### config.mk
export PLATFORM = sky130hd
export DESIGN_NAME = rmq_div
export DESIGN_NICKNAME = d
export VERILOG_FILES = /design/src/hdl/rmq_div.sv
export SDC_FILE = /design/constraint.sdc
export NUM_CORES = 2
export LEC_CHECK = 0
export BUFFER_PORTS_ARGS = -buffer_cell sky130_fd_sc_hd__buf_4
export CORE_ASPECT_RATIO = 0.6
export CORE_MARGIN = 1
export CORE_UTILIZATION = 40
export CTS_CLUSTER_DIAMETER = 80
export CTS_CLUSTER_SIZE = 24
export DETAILED_ROUTE_END_ITERATION = 8
export PLACE_DENSITY = 0.66
export SYNTH_ARGS = -nofsm -noshare
export SYNTH_HDL_FRONTEND = slang
export SYNTH_SLANG_ARGS = --single-unit
### constraint.sdc
create_clock -name clk -period 5.9 [get_ports clk]
set_input_delay 0.59 -clock clk [delete_from_list [all_inputs] [get_ports clk]]
set_output_delay 0.59 -clock clk [all_outputs]
set_load 0.05 [all_outputs]
### src/hdl/rmq_div.sv
// Pipelined restoring divider, one quotient bit per stage.
module rmq_div #(
  parameter int DW = 32,
  parameter int VW = 17
) (
  input  logic          clk,
  input  logic          rst,
  input  logic          in_valid,
  input  logic [DW-1:0] dividend,
  input  logic [VW-1:0] divisor,
  output logic          out_valid,
  output logic [DW-1:0] quotient
);

  logic [VW-1:0] rem_q [DW+1];
  logic [DW-1:0] acc_q [DW+1];
  logic [VW-1:0] dvs_q [DW+1];
  logic [DW:0]   vld;

  assign rem_q[0] = '0;
  assign acc_q[0] = dividend;
  assign dvs_q[0] = divisor;
  assign vld[0]   = in_valid;

  for (genvar k = 0; k < DW; k++) begin : g_stage
    logic [VW:0] rem_sh;
    logic        ge;

    assign rem_sh = {rem_q[k], acc_q[k][DW-1]};
    assign ge     = rem_sh >= {1'b0, dvs_q[k]};

    always_ff @(posedge clk) begin
      if (rst) begin
        vld[k+1] <= 1'b0;
      end else begin
        vld[k+1] <= vld[k];
      end
    end

    always_ff @(posedge clk) begin
      rem_q[k+1] <= ge ? VW'(rem_sh - {1'b0, dvs_q[k]}) : rem_sh[VW-1:0];
      acc_q[k+1] <= {acc_q[k][DW-2:0], ge};
      dvs_q[k+1] <= dvs_q[k];
    end
  end

  assign out_valid = vld[DW];
  assign quotient  = acc_q[DW];

endmodule

-- Word level (Yosys, flattened, before mapping)
Cells that the tools add are included.
- register bits after elaboration: 2110
- output and inout port bits: 33
- word-level logic and storage cells: 221
- $add $sub $neg: 31
- magnitude comparators: 32
- mux-type cells: 31
- operators with widths (kind ; number):
    >= comparator 18 x 17 -> 1 bit ; 31
    two-way mux 17 bit ; 30
    subtractor 17 bit ; 30
    >= comparator 1 x 17 -> 1 bit ; 1
    subtractor 1 x 17 -> 17 bit ; 1
    two-way mux 1 bit ; 1

-- Depth between registers and ports, before layout
- word-level depth: 2
- gate-level depth with buffers: 14
- mapped depth without buffers: 12

-- Least setup slack after synthesis
Ideal clock, no wire load.
- path type: reg2reg
- start point: register acc_q[607] (netlist name)
- end point: register rem_q (netlist bit g_stage[15].rem_sh[10])
- library setup time: 121 ps
- arrival time: 3063 ps
- required time: 5779 ps
- setup slack: 2717 ps
- cell stages (with the launch flop): 14
- clock period less this slack: 3183 ps
- cell sequence: dfxtp_1 inv_1 ha_1 inv_1 fa_1 a211oi_1 o21bai_1 a21bo_2 a221oi_4 nand2_1 or3_1 a31oi_4 buf_6 mux2_2
- cells in the longest elaborated chain, start to end: 2
- elaborated cells on any way between the ends: 3
- classes of those cells: 1 x add/sub; 1 x order compare; 1 x mux
- ends and longest elaborated chain (what ; line ; RTL):
    from (decl) ; 16 ; logic [DW-1:0] acc_q [DW+1];
    from (signal, indexed assignment) ; 42 ; acc_q[k+1] <= {acc_q[k][DW-2:0], ge};
    subtractor 17 bit or >= comparator 18 x 17 -> 1 bit (tied branches) ; 41, 30 ;
    two-way mux 17 bit (*) ; 41 ; rem_q[k+1] <= ge ? VW'(rem_sh - {1'b0, dvs_q[k]}) : rem_sh[VW-1:0];
    to (signal, indexed assignment) ; 41 ;
    to (decl) ; 15 ; logic [VW-1:0] rem_q [DW+1];
Mark *: on every way between the ends. The rest lies on a longest branch, timed or not.
A chain may end at the register's enable or synchronous reset.

-- Final worst setup path
- start point: register dvs_q[408] (netlist name)
- end point: register rem_q (netlist bit g_stage[9].rem_sh[2])
- cells in the longest elaborated chain, start to end: 2
- elaborated cells on any way between the ends: 3
- classes of those cells: 1 x add/sub; 1 x order compare; 1 x mux
- ends and longest elaborated chain (what ; line ; RTL):
    from (decl) ; 17 ; logic [VW-1:0] dvs_q [DW+1];
    from (signal, indexed assignment) ; 43 ; dvs_q[k+1] <= dvs_q[k];
    subtractor 17 bit or >= comparator 18 x 17 -> 1 bit (tied branches) ; 41, 30 ;
    two-way mux 17 bit (*) ; 41 ;
Marks and branches as above.

==> run summary <==
maximum clock frequency: 248 MHz
CP Capture Type: register
Slew headroom: 16.3%
vias per cell: 4.85
Worst Skew: 0.0259 ns
most used cell, CP: a21o_1
via count: 44600
vias in the first global route: 43300
CTS sink count: 2110
Leak: 35.8 nW
clk_lat worst skew: 0.74 ns
WP data arrival: 4.64 ns
drt pass-1 iters: 6
Syn Nets: 7202
DRT Wirelength: 140000 um
complex-gate fraction of the synthesized area: 12.3%
Hold Vio Cnt, Final: 0
Synth top area share: 57.6%
P per Cell Area: 485 nW/um^2
Hold Crit Class: input pin to register
clk slew on worst S/H paths: 0.10 ns
Crit path required time: 6.52 ns
cell count after synthesis: 6591
synthesized area: 73400 sq um
DRC violations left: 0
Post-CTS Setup Bufs: 0
leading cell type by number of instances after synthesis: dfxtp_1
Initial DRC Count: 2709
setup tns final: 0 ns
PortBufs: 84
largest family of logic cells by synthesized area: compound AO/OA/AOI/OAI gates
Die Area: 185000 sq um
Max FO, Critical Path: 18
initial core utilization: 40.3%
status: finished, final reports clean
post-synthesis adder-cell area fraction: 9.84%
cell taking the most area after synthesis: dfxtp_1
wire length on met3: 6890 um
core box area: 182000 sq um
GRT overflow: 0
Crit Reg-Reg Startpoint: dvs_q[408]
Die Y: 334 um
final period utilization: 68.2%
Worst Reg2Reg Path Length in Cells: 11
peak supply drop: 0.272 mV
Worst R2R End: g_stage[9].rem_sh[2]
Die Wd: 555 um
CTS Root Buffer Type: clkbuf_16
H-tree levels: 3
deepest clock path buffer count: 3
FF+latch count, synth: 2110
antenna-violating nets left: 0
Ports: 85
CTS tree: done
Final Slew Violations: 0
RSZ-0062 raised after global routing: no
register area share after synthesis: 57.6%
Final nets: 7345
Post-Syn Area per Cell: 11.1 sq um
Warnings, synthesis: 0
Max-Cap Viols: 0
met2 wire length: 53200 um
P&R area growth vs syn: 8.87%
num rows: 121
dpl ws: 1.99 ns
Critical Path, Cell by Cell: ha_1 -> inv_1 -> fa_1 -> a21o_1 -> a311o_1 -> a21oi_1 -> o31a_1 -> o221ai_1 -> a21o_1 -> a31oi_4 -> mux2_2
first-pass GRT wire length: 229000 um
most frequent cells after synthesis: dfxtp_1, inv_1, ha_1, a21oi_1, nand2_1
post-synthesis xor/xnor area fraction: 4.72%
synth top area cells: dfxtp_1, ha_1, mux2_2
crit path from: dvs_q[408]
Top delay family on crit path: compound AO/OA/AOI/OAI gates
CTS buffer count: 99
fillers: 16900
worst setup path endpoint: g_stage[9].rem_sh[2]
initial antenna violation count: 4
Simple-Gate Fraction of Synth Area: 6.91%
top sig layer: met4
reg2reg setup slack: 1.87 ns
Post-synth EDFFs: 0
gpl congestion: 0.886
max incr delay on CP: 0.60 ns
Tmin final: 4.03 ns
Main synth FF type: dfxtp_1
worst setup margin: 1.87 ns
WL/cell: 15.2 um
GRT Total Usage: 15.0%
CP Class: register to register
Yosys cell types: 87
CP bufs+invs: 1
critical path depth in cells: 11
layout cells sized above 1: 7.96%
DRT met1 WL: 77900 um
largest net degree at the start of global routing: 35
setup violators final: 0
mux cell area share after synthesis: 4.39%
worst-margin pin slew: 1.25 ns
slowest stage cell, crit path: a31oi_4
post-DP HPWL: 105000 um
CP Launch Type: register
asr flop ratio synth: 0%
registers in the layout (all words and copies together) (netlist names):
| name | count |
|---|---|
| g_stage.rem_sh | 527 |
| dvs_q | 527 |
| vld | 31 |
| quotient | 32 |
| acc_q | 992 |
| out_valid | 1 |
report_power, final:
| group | leakage (nW) | switching, mW | internal, mW |
|---|---|---|---|
| registers | 17.6 | 1.24 | 16.7 |
| clock network | 1.34 | 4.35 | 3.20 |
| logic | 16.9 | 7.10 | 6.13 |
worst min path at each step:
stage | from | endpoint | slack [ns] | cells past startpoint
5_1_grt | in_valid | vld[1] | 0.03 | 2
4_1_cts | in_valid | vld[1] | 0.01 | 2
3_5_place_dp | acc_q[153] | acc_q[122] | 0.31 | 0
6_report | in_valid | vld[1] | 0.09 | 2
2_1_floorplan | acc_q[131] | acc_q[100] | 0.31 | 0
3_3_place_gp | acc_q[60] | quotient[29] | 0.31 | 0
metal layers:
metal,vias up,track usage [%]
met2,886,20.7
met3,169,2.26
met1,21000,24.2
met5,-,0
li1,22600,-
met4,0,2.90
cell type report:
type	count	area, sq um	area share (%)
antenna	3	7.51	0.00940
clock buffer	103	2530	3.17
multi-input combinational	3706	28000	35.1
timing repair buffer	147	1220	1.53
tap	2460	3080	3.85
clock inverter	11	220	0.276
sequential	2110	42200	52.9
inverter	670	2510	3.15
layout by cell type, fill, tap and decap left out, types with 14 or more instances in the layout:
master         Yosys  routed
dlygate4sd3_1      0      48
nor3_1            75      75
o31a_1            30      30
nand3_1           64      64
a21oi_1          394     393
clkbuf_16          0     100
or2_2             14      14
a31o_2            16      16
o31ai_1           39      39
o21a_1            67      67
nor2b_1           77      77
mux2i_1           25      25
a31oi_1           33      30
or3_1             23      23
a2111oi_0         15      15
and3_1            34      34
dfxtp_1         2110    2110
ha_1             529     529
a211o_1           17      17
o21bai_1          78      78
fa_1              30      30
a21o_1           161     161
xor2_1           159     159
and2_1            14      14
xnor2_1          236     236
a211oi_1          54      54
nand2_1          338     338
o211ai_1          16      16
o21ai_0          328     328
nand2b_1          50      50
inv_1            665     665
buf_4             37      99
mux2_2           250     250
nand4_1           55      55
nor2_1           300     300
cell families after synthesis:
logic type | after synthesis
flops | 2110
compound gates | 1382
simple gates | 1084
buf+inv | 775
fa+ha+maj | 559
xor+xnor | 395
mux | 286
per-stage QoR:
| stage | hold WS, ns | power, mW | std cells | util, % | area [sq um] |
|---|---|---|---|---|---|
| after floorplan | 0.310 | 28.4 | 6591 | - | 73400 |
| after global placement | 0.309 | 31.1 | 9045 | 42.1 | 76600 |
| after detailed placement | 0.312 | 31.4 | 9045 | 42.1 | 76600 |
| after CTS | 0.0137 | 39.1 | 9207 | 43.9 | 79900 |
| after global routing | 0.0339 | 41.5 | 9207 | 43.9 | 79900 |
| final | 0.0870 | 38.8 | 9210 | 43.9 | 79900 |
what timing repair did:
| action | CTS | global route |
|---|---|---|
| endpoints found under the hold margin | 48 | 0 |
| hold buffers | 48 | 0 |
| setup endpoints to repair | 0 | 0 |
| gates resized for setup | 0 | 0 |
Note: power is estimated with default switching activity, not from simulation.
