--- src/hdl/rmq_sqrt.sv ---
// Pipelined integer square root, two radicand bits per stage, with sideband.
module rmq_sqrt #(
  parameter int NW   = 32,
  parameter int SB_W = 8
) (
  input  logic            clk,
  input  logic            rst,
  input  logic            in_valid,
  input  logic [NW-1:0]   rad,
  input  logic [SB_W-1:0] sb_in,
  output logic            out_valid,
  output logic [NW/2-1:0] root,
  output logic [SB_W-1:0] sb_out
);

  localparam int RW   = NW / 2;
  localparam int REMW = RW + 2;
  localparam int SHW  = RW + 4;

  logic [REMW-1:0] rem_q  [RW+1];
  logic [RW-1:0]   root_q [RW+1];
  logic [NW-1:0]   rad_q  [RW+1];
  logic [SB_W-1:0] sb_q   [RW+1];
  logic [RW:0]     vld;

  assign rem_q[0]  = '0;
  assign root_q[0] = '0;
  assign rad_q[0]  = rad;
  assign sb_q[0]   = sb_in;
  assign vld[0]    = in_valid;

  for (genvar k = 0; k < RW; k++) begin : g_stage
    logic [SHW-1:0] rem_sh;
    logic [SHW-1:0] trial;
    logic           ge;

    assign rem_sh = {rem_q[k], rad_q[k][NW-1 -: 2]};
    assign trial  = {2'b00, root_q[k], 2'b01};
    assign ge     = rem_sh >= trial;

    always_ff @(posedge clk) begin
      if (rst) begin
        vld[k+1] <= 1'b0;
      end else begin
        vld[k+1] <= vld[k];
      end
    end

    always_ff @(posedge clk) begin
      rem_q[k+1]  <= ge ? REMW'(rem_sh - trial) : rem_sh[REMW-1:0];
      root_q[k+1] <= {root_q[k][RW-2:0], ge};
      rad_q[k+1]  <= {rad_q[k][NW-3:0], 2'b00};
      sb_q[k+1]   <= sb_q[k];
    end
  end

  assign out_valid = vld[RW];
  assign root      = root_q[RW];
  assign sb_out    = sb_q[RW];

endmodule

--- config.mk ---
export PLATFORM = sky130hd
export DESIGN_NAME = rmq_sqrt
export DESIGN_NICKNAME = d
export VERILOG_FILES = /design/src/hdl/rmq_sqrt.sv
export SDC_FILE = /design/constraint.sdc
export NUM_CORES = 1
export LEC_CHECK = 0
export BUFFER_PORTS_ARGS = -buffer_cell sky130_fd_sc_hd__buf_2
export CORE_MARGIN = 5
export CORE_UTILIZATION = 40
export CTS_BUF_LIST = sky130_fd_sc_hd__clkbuf_16
export CTS_CLUSTER_SIZE = 14
export DETAILED_ROUTE_END_ITERATION = 8
export SLEW_MARGIN = 20
export SYNTH_ARGS = -nofsm -noshare
export SYNTH_HDL_FRONTEND = slang
export SYNTH_SLANG_ARGS = --single-unit
--- constraint.sdc ---
create_clock -name clk -period 3.2 [get_ports clk]
set_input_delay 0.64 -clock clk [delete_from_list [all_inputs] [get_ports clk]]
set_output_delay 0.64 -clock clk [all_outputs]
set_load 0.05 [all_outputs]
# [Word-level counts from Yosys, hierarchy flattened]
# Index checks and enable logic that the tools add are counted.
[op_classes] n_addsub=15 magnitude_cmp=16 n_mux=15
[ops] op="$mux 18" count=14
[ops] op="$ge 20x10->1" count=1
[ops] op="$ge 20x11->1" count=1
[ops] op="$ge 20x12->1" count=1
[ops] op="$ge 20x13->1" count=1
[ops] op="$ge 20x14->1" count=1
[ops] op="$ge 20x15->1" count=1
[ops] op="$ge 20x16->1" count=1
[ops] op="$ge 20x17->1" count=1
[ops] op="$ge 20x3->1" count=1
[ops] op="$ge 20x4->1" count=1
[ops] op="$ge 20x5->1" count=1
[ops] op="$ge 20x6->1" count=1
[ops] op="$ge 20x7->1" count=1
[ops] op="$ge 20x8->1" count=1
[ops] op="$ge 20x9->1" count=1
[ops] op="$sub 18x10->18" count=1
[ops] op="$sub 18x11->18" count=1
[ops] op="$sub 18x12->18" count=1
[ops] op="$sub 18x13->18" count=1
[ops] op="$sub 18x14->18" count=1
[ops] op="$sub 18x15->18" count=1
[ops] op="$sub 18x16->18" count=1
[ops] op="$sub 18x3->18" count=1
[ops] op="other kinds (9)" count=9
[word_totals] out_inout_bits=25 in_bits=43 regBits=775 elab_cells=125

# [Longest topological paths before layout]
# Gate-level depths: netlist (run 1).
[depth] word_depth=2 depth_mapped=12 mapped_depth_nobuf=11

# [Least setup slack after synthesis (run 1)]
# Ideal clock, no wire load.
[synth_timing] kind="register to register" start="register root_q (netlist bit g_stage[13].trial[7])" end="register rem_q (netlist bit g_stage[14].rem_sh[12])" required_time_ns=3.079 setup_ns=0.121 t_arrival_ns=2.393 n_path_buf=0 period_less_slack_ns=2.514 path_stages_with_launch=9 setup_slack_ns=0.686 cell_sequence="dfxtp_1 -> inv_1 -> ha_1 -> a211oi_1 -> o21ai_0 -> a2111oi_0 -> o31ai_1 -> a31oi_2 -> mux2_2"
[synth_via] elab_chain_len=2 elab_cells_between_ends=3 classes_between="1 x add/sub; 1 x order compare; 1 x mux"
[synth_lines] element="start: declaration" line="21" text="logic [RW-1:0] root_q [RW+1];"
[synth_lines] element="start signal: indexed assignment" line="51" text="root_q[k+1] <= {root_q[k][RW-2:0], ge};"
[synth_lines] element="$sub 18x15->18 or $ge 20x15->1 (tied branches)" line="50, 39"
[synth_lines] element="$mux 18 *" line="50" text="rem_q[k+1] <= ge ? REMW'(rem_sh - trial) : rem_sh[REMW-1:0];"
[synth_lines] element="end signal: indexed assignment" line="50"
[synth_lines] element="end: declaration" line="20" text="logic [REMW-1:0] rem_q [RW+1];"
# Every way passes the cells marked *; elsewhere a longest branch is shown, timed or not.
# A chain may end at the register's enable or synchronous reset.

# [Worst setup path in the final report (run 1)]
# Same ends and word-level chain as after synthesis.

==> flow_summary.ini, run 1 <==
[run_status]
status = completed

[logic_synthesis]
synth_top_family_by_area = simple AND/OR/NAND/NOR gates
syn-num-nets = 2550
synthesis.area_um2 = 25600
synth.area.mux_share_pct = 1.25
synthCells = 2354
synth_xor_xnor_area_share_pct = 6.19
ys.flop_type = dfxtp_1
ys_types = 67
synth_fa_ha_area_share_pct = 7.47
synth_edf_count = 0
synth-compound-area-share_pct = 9.86
synth_top_area_share_pct = 60.2
synthTopCellsByArea = dfxtp_1, ha_1, xor2_1
ys_seq_area_share_pct = 60.2
synth-simple-area-share_pct = 11.6
yosysWarnings = 0
avgSynthCellArea_um2 = 10.9
ys_seq_elements = 770
async_flop_share_pct = 0
synth_top_cell_by_area = dfxtp_1

[route]
ant_nets = 0
drt_iter0_markers = 726
first_pass_iters = 6
drcViolationCount = 0
wire_per_inst_um = 13.2
routed_wl_mm = 44.5
vias = 15900
vias_per_cell = 4.73

[global_route]
grt_overflow = 0
grt_pass1_vias = 15700
grt_max_degree = 29
grt_pass1_wl_mm = 75.7
grt_use_total_pct = 12.8
antenna_found_initial = 1

[worst_setup_path]
crit_end = g_stage[14].rem_sh[12]$_DFF_P_
reg2reg_depth = 9
slowest_delay_ns = 0.57
critical_path_class = flop to flop
worstPathMaxFanout = 28
r2r_start = g_stage[13].trial[7]$_DFF_P_
required_ns = 3.71
reg2reg_to = g_stage[14].rem_sh[12]$_DFF_P_
worstPathArrival_ns = 3.46
r2r_slack_ns = 0.25
crit_path_end_kind = flop
critPathSlowestCell = a2111oi_1
startpoint = g_stage[13].trial[7]$_DFF_P_
cp_cell_sequence = inv_1 -> ha_1 -> a211oi_1 -> o21ai_0 -> a2111oi_1 -> o31ai_1 -> a31oi_2 -> buf_12 -> mux2_2
cp-start-kind = flop

[floorplanning]
dieArea_um2 = 69200
die_w_um = 263
io_pins = 68
rows = 92
die_y_um = 263
initial_core_util_pct = 40.5
core_area_um2 = 63300

[run]
cap_violations = 0

[clock_tree]
cts.path.max_buffers = 3
cts_tree = built
clk_latency_ns = 0.63
cts.reportedPaths.clkPinSlew_ns = 0.06
htreeDepth = 3
clock_sinks = 770
clk_root_buffer_cell = clkbuf_16
cts_inserted_buffers = 78

[timing]
tns_ns = 0
finalCritPeriodShare_pct = 92.2
finClkSkew_ns = 0.0393
fin_crit_ns = 2.95
slew_viol_final = 0
rsz0062_at_grt = false
setup_viol = 0
fmax_ghz = 0.339
worst_pin_slew_ns = 0.780
relSlewSlack_pct = 47.4
hold_viol_final = 0
worst_slack_ns = 0.249

[min_path]
whs_path_depth = 1
hp-class = input port to flop

[power]
p_leak_nw = 13.4
power_density_nw_per_um2 = 824
vdd_drop_max_uv = 441

[cells_and_area]
final_cell_mix = dfxtp_1, inv_1, ha_1
drive_gt1_share_pct = 9.46
syn_to_final_growth_pct = 14.5
mostFrequentLayoutCell = dfxtp_1
fin_nets = 2667
insertedDiodeCount = 0

[placed_design]
dp_hpwl_mm = 32.9
dp_slack_ns = 0.149
globalplace.congestion = 0.847
port_buffers = 67
==> worst min-delay path by stage <==
stage | startpoint | slack (ns) | end
final | sb_in[6] | 0.12 | sb_q[126]$_DFF_P_
after detailed placement | sb_q[108]$_DFF_P_ | 0.31 | sb_q[100]$_DFF_P_
after global routing | sb_in[6] | 0.08 | sb_q[126]$_DFF_P_
after floorplan | rad_q[252]$_DFF_P_ | 0.31 | g_stage[10].rem_sh[0]$_DFF_P_
after global placement | sb_q[50]$_DFF_P_ | 0.31 | sb_q[42]$_DFF_P_
after CTS | sb_in[6] | 0.07 | sb_q[126]$_DFF_P_
==> routing by layer <==
metal	share of wire, %	vias to the layer above	GRT usage (%)	routed length (um)
li1	-	8214	-	-
met1	45	7362	16.3	20100
met2	47	276	21.5	21100
met3	4.9	92	2.92	2190
met4	2.5	0	4.74	1110
met5	0	-	0	0
==> repair_timing <==
action,in CTS,in global routing
resized for setup,0,1
endpoints found under the setup margin,0,3
setup buffers,0,0
hold buffers,0,0
==> worst max-delay path: cells and delay by family, from the launching register on <==
family          cells  cell delay [ns]
compound gates      5             1.57
fa+ha+maj           1             0.33
buf+inv             2             0.25
flops               1             0.34
mux                 1             0.35
==> power by group <==
part / switching, mW / leakage (nW) / internal [mW]
Sequential: 0.945 / 6.45 / 11.1
Combinational: 2.03 / 5.71 / 1.75
Clock: 3.61 / 1.24 / 4.79
==> synthesized netlist by cell type, drive strengths merged, types with 6 or more instances <==
| library cell | count |
|---|---|
| or4 | 10 |
| o31ai | 10 |
| inv | 177 |
| dfxtp | 770 |
| buf | 16 |
| o21ai | 117 |
| nand2 | 151 |
| a211oi | 21 |
| xnor2 | 90 |
| mux2 | 25 |
| nand4b | 6 |
| nor3 | 82 |
| a21o | 33 |
| nand4 | 15 |
| nand3 | 23 |
| or2 | 15 |
| o211ai | 15 |
| nor2b | 35 |
| nor3b | 7 |
| nor2 | 127 |
| a31oi | 8 |
| nand3b | 6 |
| nand2b | 35 |
| or3 | 27 |
| a21oi | 118 |
| xor2 | 91 |
| nor4 | 33 |
| and2 | 7 |
| o21a | 33 |
| ha | 153 |
| clkbuf | 28 |
==> per-stage QoR <==
stage	hold slack (ns)	std cells	instance area [um^2]	utilization, %	power (mW)
floorplan	0.310	2354	25600	-	14.9
global placement	0.310	3237	26900	42.5	15.9
detailed placement	0.312	3237	26900	42.5	16.0
CTS	0.0661	3373	29300	46.4	24.6
global route	0.0764	3373	29300	46.4	25.6
finish	0.120	3373	29300	46.4	24.2
==> state kept, by name, summed over array words and instances (netlist names) <==
register,count
g_stage.rem_sh,280
g_stage.trial,120
out_valid,1
rad_q,210
root,16
sb_out,8
sb_q,120
vld,15
==> kinds of logic after synthesis <==
family                   count (synthesis)
flip-flops                             770
adder cells (fa/ha/maj)                153
other                                    1
buffers and inverters                  221
multiplexers                            29
AND/OR/NAND/NOR                        592
XOR/XNOR                               181
AO/OA/AOI/OAI                          407
==> layout make-up <==
type	count	area, um^2
fillers	5845	34000
inverters	177	664
multi-input cells	1363	9330
well taps	846	1060
flip-flops and latches	770	15400
clock buffers	78	1950
clock inverters	58	465
repair buffers	81	465
Power figures use the tool's default switching activity.
==> inputs of run 2 (changes only) <==
ABC_AREA = 1   (was not set)
==> flow_summary.ini, run 2 <==
[timing]
setup_viol = 0
fin_crit_ns = 2.36
slew_viol_final = 0
hold_viol_final = 0
finClkSkew_ns = 0.0397
relSlewSlack_pct = 49.7
finalCritPeriodShare_pct = 73.9
fmax_ghz = 0.423
rsz0062_at_grt = false
tns_ns = 0
worst_pin_slew_ns = 0.752

[global_route]
grt_overflow = 0
grt_max_degree = 25
grt_use_total_pct = 15.5
grt_pass1_wl_mm = 100
antenna_found_initial = 0
grt_pass1_vias = 20100

[min_path]
whs_path_depth = 1
hp-class = input port to flop

[logic_synthesis]
ys_seq_area_share_pct = 52.9
synthCells = 3515
synthesis.area_um2 = 29100
yosysWarnings = 0
synthTopCellsByArea = dfxtp_1, nand2_1, ha_1
syn-num-nets = 3711
avgSynthCellArea_um2 = 8.29
synth_top_area_share_pct = 52.9
ys_seq_elements = 770
ys_types = 44
synth_top_cell_by_area = dfxtp_1
synth_edf_count = 0
async_flop_share_pct = 0
synthTopCellsByCount = nand2_1, dfxtp_1, inv_1, nor2_1, nand3_1
ys.flop_type = dfxtp_1
yosysMostFrequentCell = nand2_1

[clock_tree]
htreeDepth = 3
cts.reportedPaths.clkPinSlew_ns = 0.06
cts.path.max_buffers = 3
clk_latency_ns = 0.62
cts_setup_buffers = 0
cts_resized = 0
cts_inserted_buffers = 79
clk_root_buffer_cell = clkbuf_16
clock_sinks = 770
hold_buffers = 0
cts_tree = built

[floorplanning]
die_w_um = 280
io_pins = 68
core_area_um2 = 72600
dieArea_um2 = 78300
die_y_um = 280
rows = 99
initial_core_util_pct = 40.1

[route]
ant_nets = 0
met1_length_mm = 29.0
dr.max_layer_used = met4
met3_wirelength_mm = 2.96
drcViolationCount = 0
vias = 21300
drt_iter0_markers = 1424
first_pass_iters = 8
routed_wl_mm = 60.8
vias_per_cell = 4.58
wire_per_inst_um = 13.1
wl_met2_mm = 26.9

[worst_setup_path]
critical_path_class = flop to flop
critPathSlowestCell = nor2_1
path_buf_inv = 2
required_ns = 3.72
cp_top_family = simple AND/OR/NAND/NOR gates
worstPathMaxFanout = 13
reg2reg_depth = 10
crit_cells = 10
cp_cell_sequence = inv_1 -> ha_1 -> a21oi_1 -> nor2_1 -> nor2_1 -> nand3_1 -> nor2_1 -> buf_4 -> nand2_1 -> o21ai_1
cp-start-kind = flop
crit_path_end_kind = flop
cpMostUsedCell = nor2_1
slowest_delay_ns = 0.61
worstPathArrival_ns = 2.88

[cells_and_area]
final_core_util_pct = 45.3
design_area_um2 = 32900
syn_to_final_growth_pct = 12.8
fin_nets = 3826
drive_gt1_share_pct = 8.21
multi_input_area_um2 = 11400
regArea_um2 = 15400
mostFrequentLayoutCell = nand2_1
final_cell_mix = nand2_1, dfxtp_1, inv_1
fillers = 7203
insertedDiodeCount = 0
largest_reg_flops = 280

[run_status]
status = completed

[placed_design]
globalplace.congestion = 0.908
dp_hpwl_mm = 47.0
port_buffers = 67
place_area_um2 = 30400

[power]
p_leak_nw = 16.7
vdd_drop_max_uv = 467
power_density_nw_per_um2 = 820

[run]
cap_violations = 0
[run 2: changes by cell type after synthesis, sizes merged, moves of 49 or more]
cell / delta
nand3: +186
nor2: +164
inv: +343
xnor2: -49
a21oi: +57
nor3: -49
nand2: +841
[run 2: layout make-up]
type | instances | area share, %
Inverter | 522 | 5.99
Timing Repair Buffer | 70 | 1.09
Tap cell | 959 | 3.65
Sequential cell | 770 | 46.9
Clock buffer | 79 | 6.02
Clock inverter | 64 | 1.51
Multi-Input combinational cell | 2187 | 34.8
[run 2: per-stage QoR]
step / setup WS (ns) / total power [mW] / cells / hold slack, ns
final: 0.836 / 27.0 / 4651 / 0.125
after global routing: 0.496 / 28.8 / 4651 / 0.0846
after CTS: 0.798 / 27.3 / 4651 / 0.0782
after detailed placement: 0.829 / 18.6 / 4508 / 0.312
after global placement: 0.844 / 18.6 / 4508 / 0.310
after floorplan: 1.47 / 16.8 / 3515 / 0.310
[run 2: worst reg2reg max path, stage by stage, from the launching register on]
cell and delay [ns]:
dfxtp_1 0.33, inv_1 0.05, ha_1 0.32, a21oi_1 0.20, nor2_1 0.05, nor2_1 0.17, nand3_1 0.13, nor2_1 0.61
buf_4 0.29, nand2_1 0.05, o21ai_1 0.06
[run 2: worst paths after layout]
check | start | end | slack, ns
min | rad[23] | rad_q[505]$_DFF_P_ | 0.13
max reg2reg | g_stage[5].trial[5]$_DFF_P_ | g_stage[6].rem_sh[8]$_DFF_P_ | 0.84
min reg2reg | sb_q[122]$_DFF_P_ | sb_q[114]$_DFF_P_ | 0.31
max | g_stage[5].trial[5]$_DFF_P_ | g_stage[6].rem_sh[8]$_DFF_P_ | 0.84
[run 2: where the power goes]
part / leakage [nW] / switching, mW / internal (mW)
combinational: 8.97 / 3.94 / 2.20
sequential: 6.45 / 1.12 / 11.1
clock: 1.28 / 3.69 / 4.86
total: 16.7 / 8.75 / 18.2
[run 2: layer usage]
metal | vias to the layer above | global-route usage (%)
li1 | 11200 | -
met1 | 9477 | 21.4
met2 | 485 | 24.8
met3 | 120 | 2.63
met4 | 0 | 4.97
met5 | - | 0
[run 2: cells by family after synthesis]
logic type | Yosys count | share of synthesized area, %
AOI/OAI and AO/OA | 316 | 6.10
and+or+nand+nor | 1619 | 23.7
adders and majority gates | 153 | 6.57
other | 1 | 0.0129
xor gates and xnor gates | 98 | 2.95
buffers and inverters | 558 | 7.78
DFF | 770 | 52.9
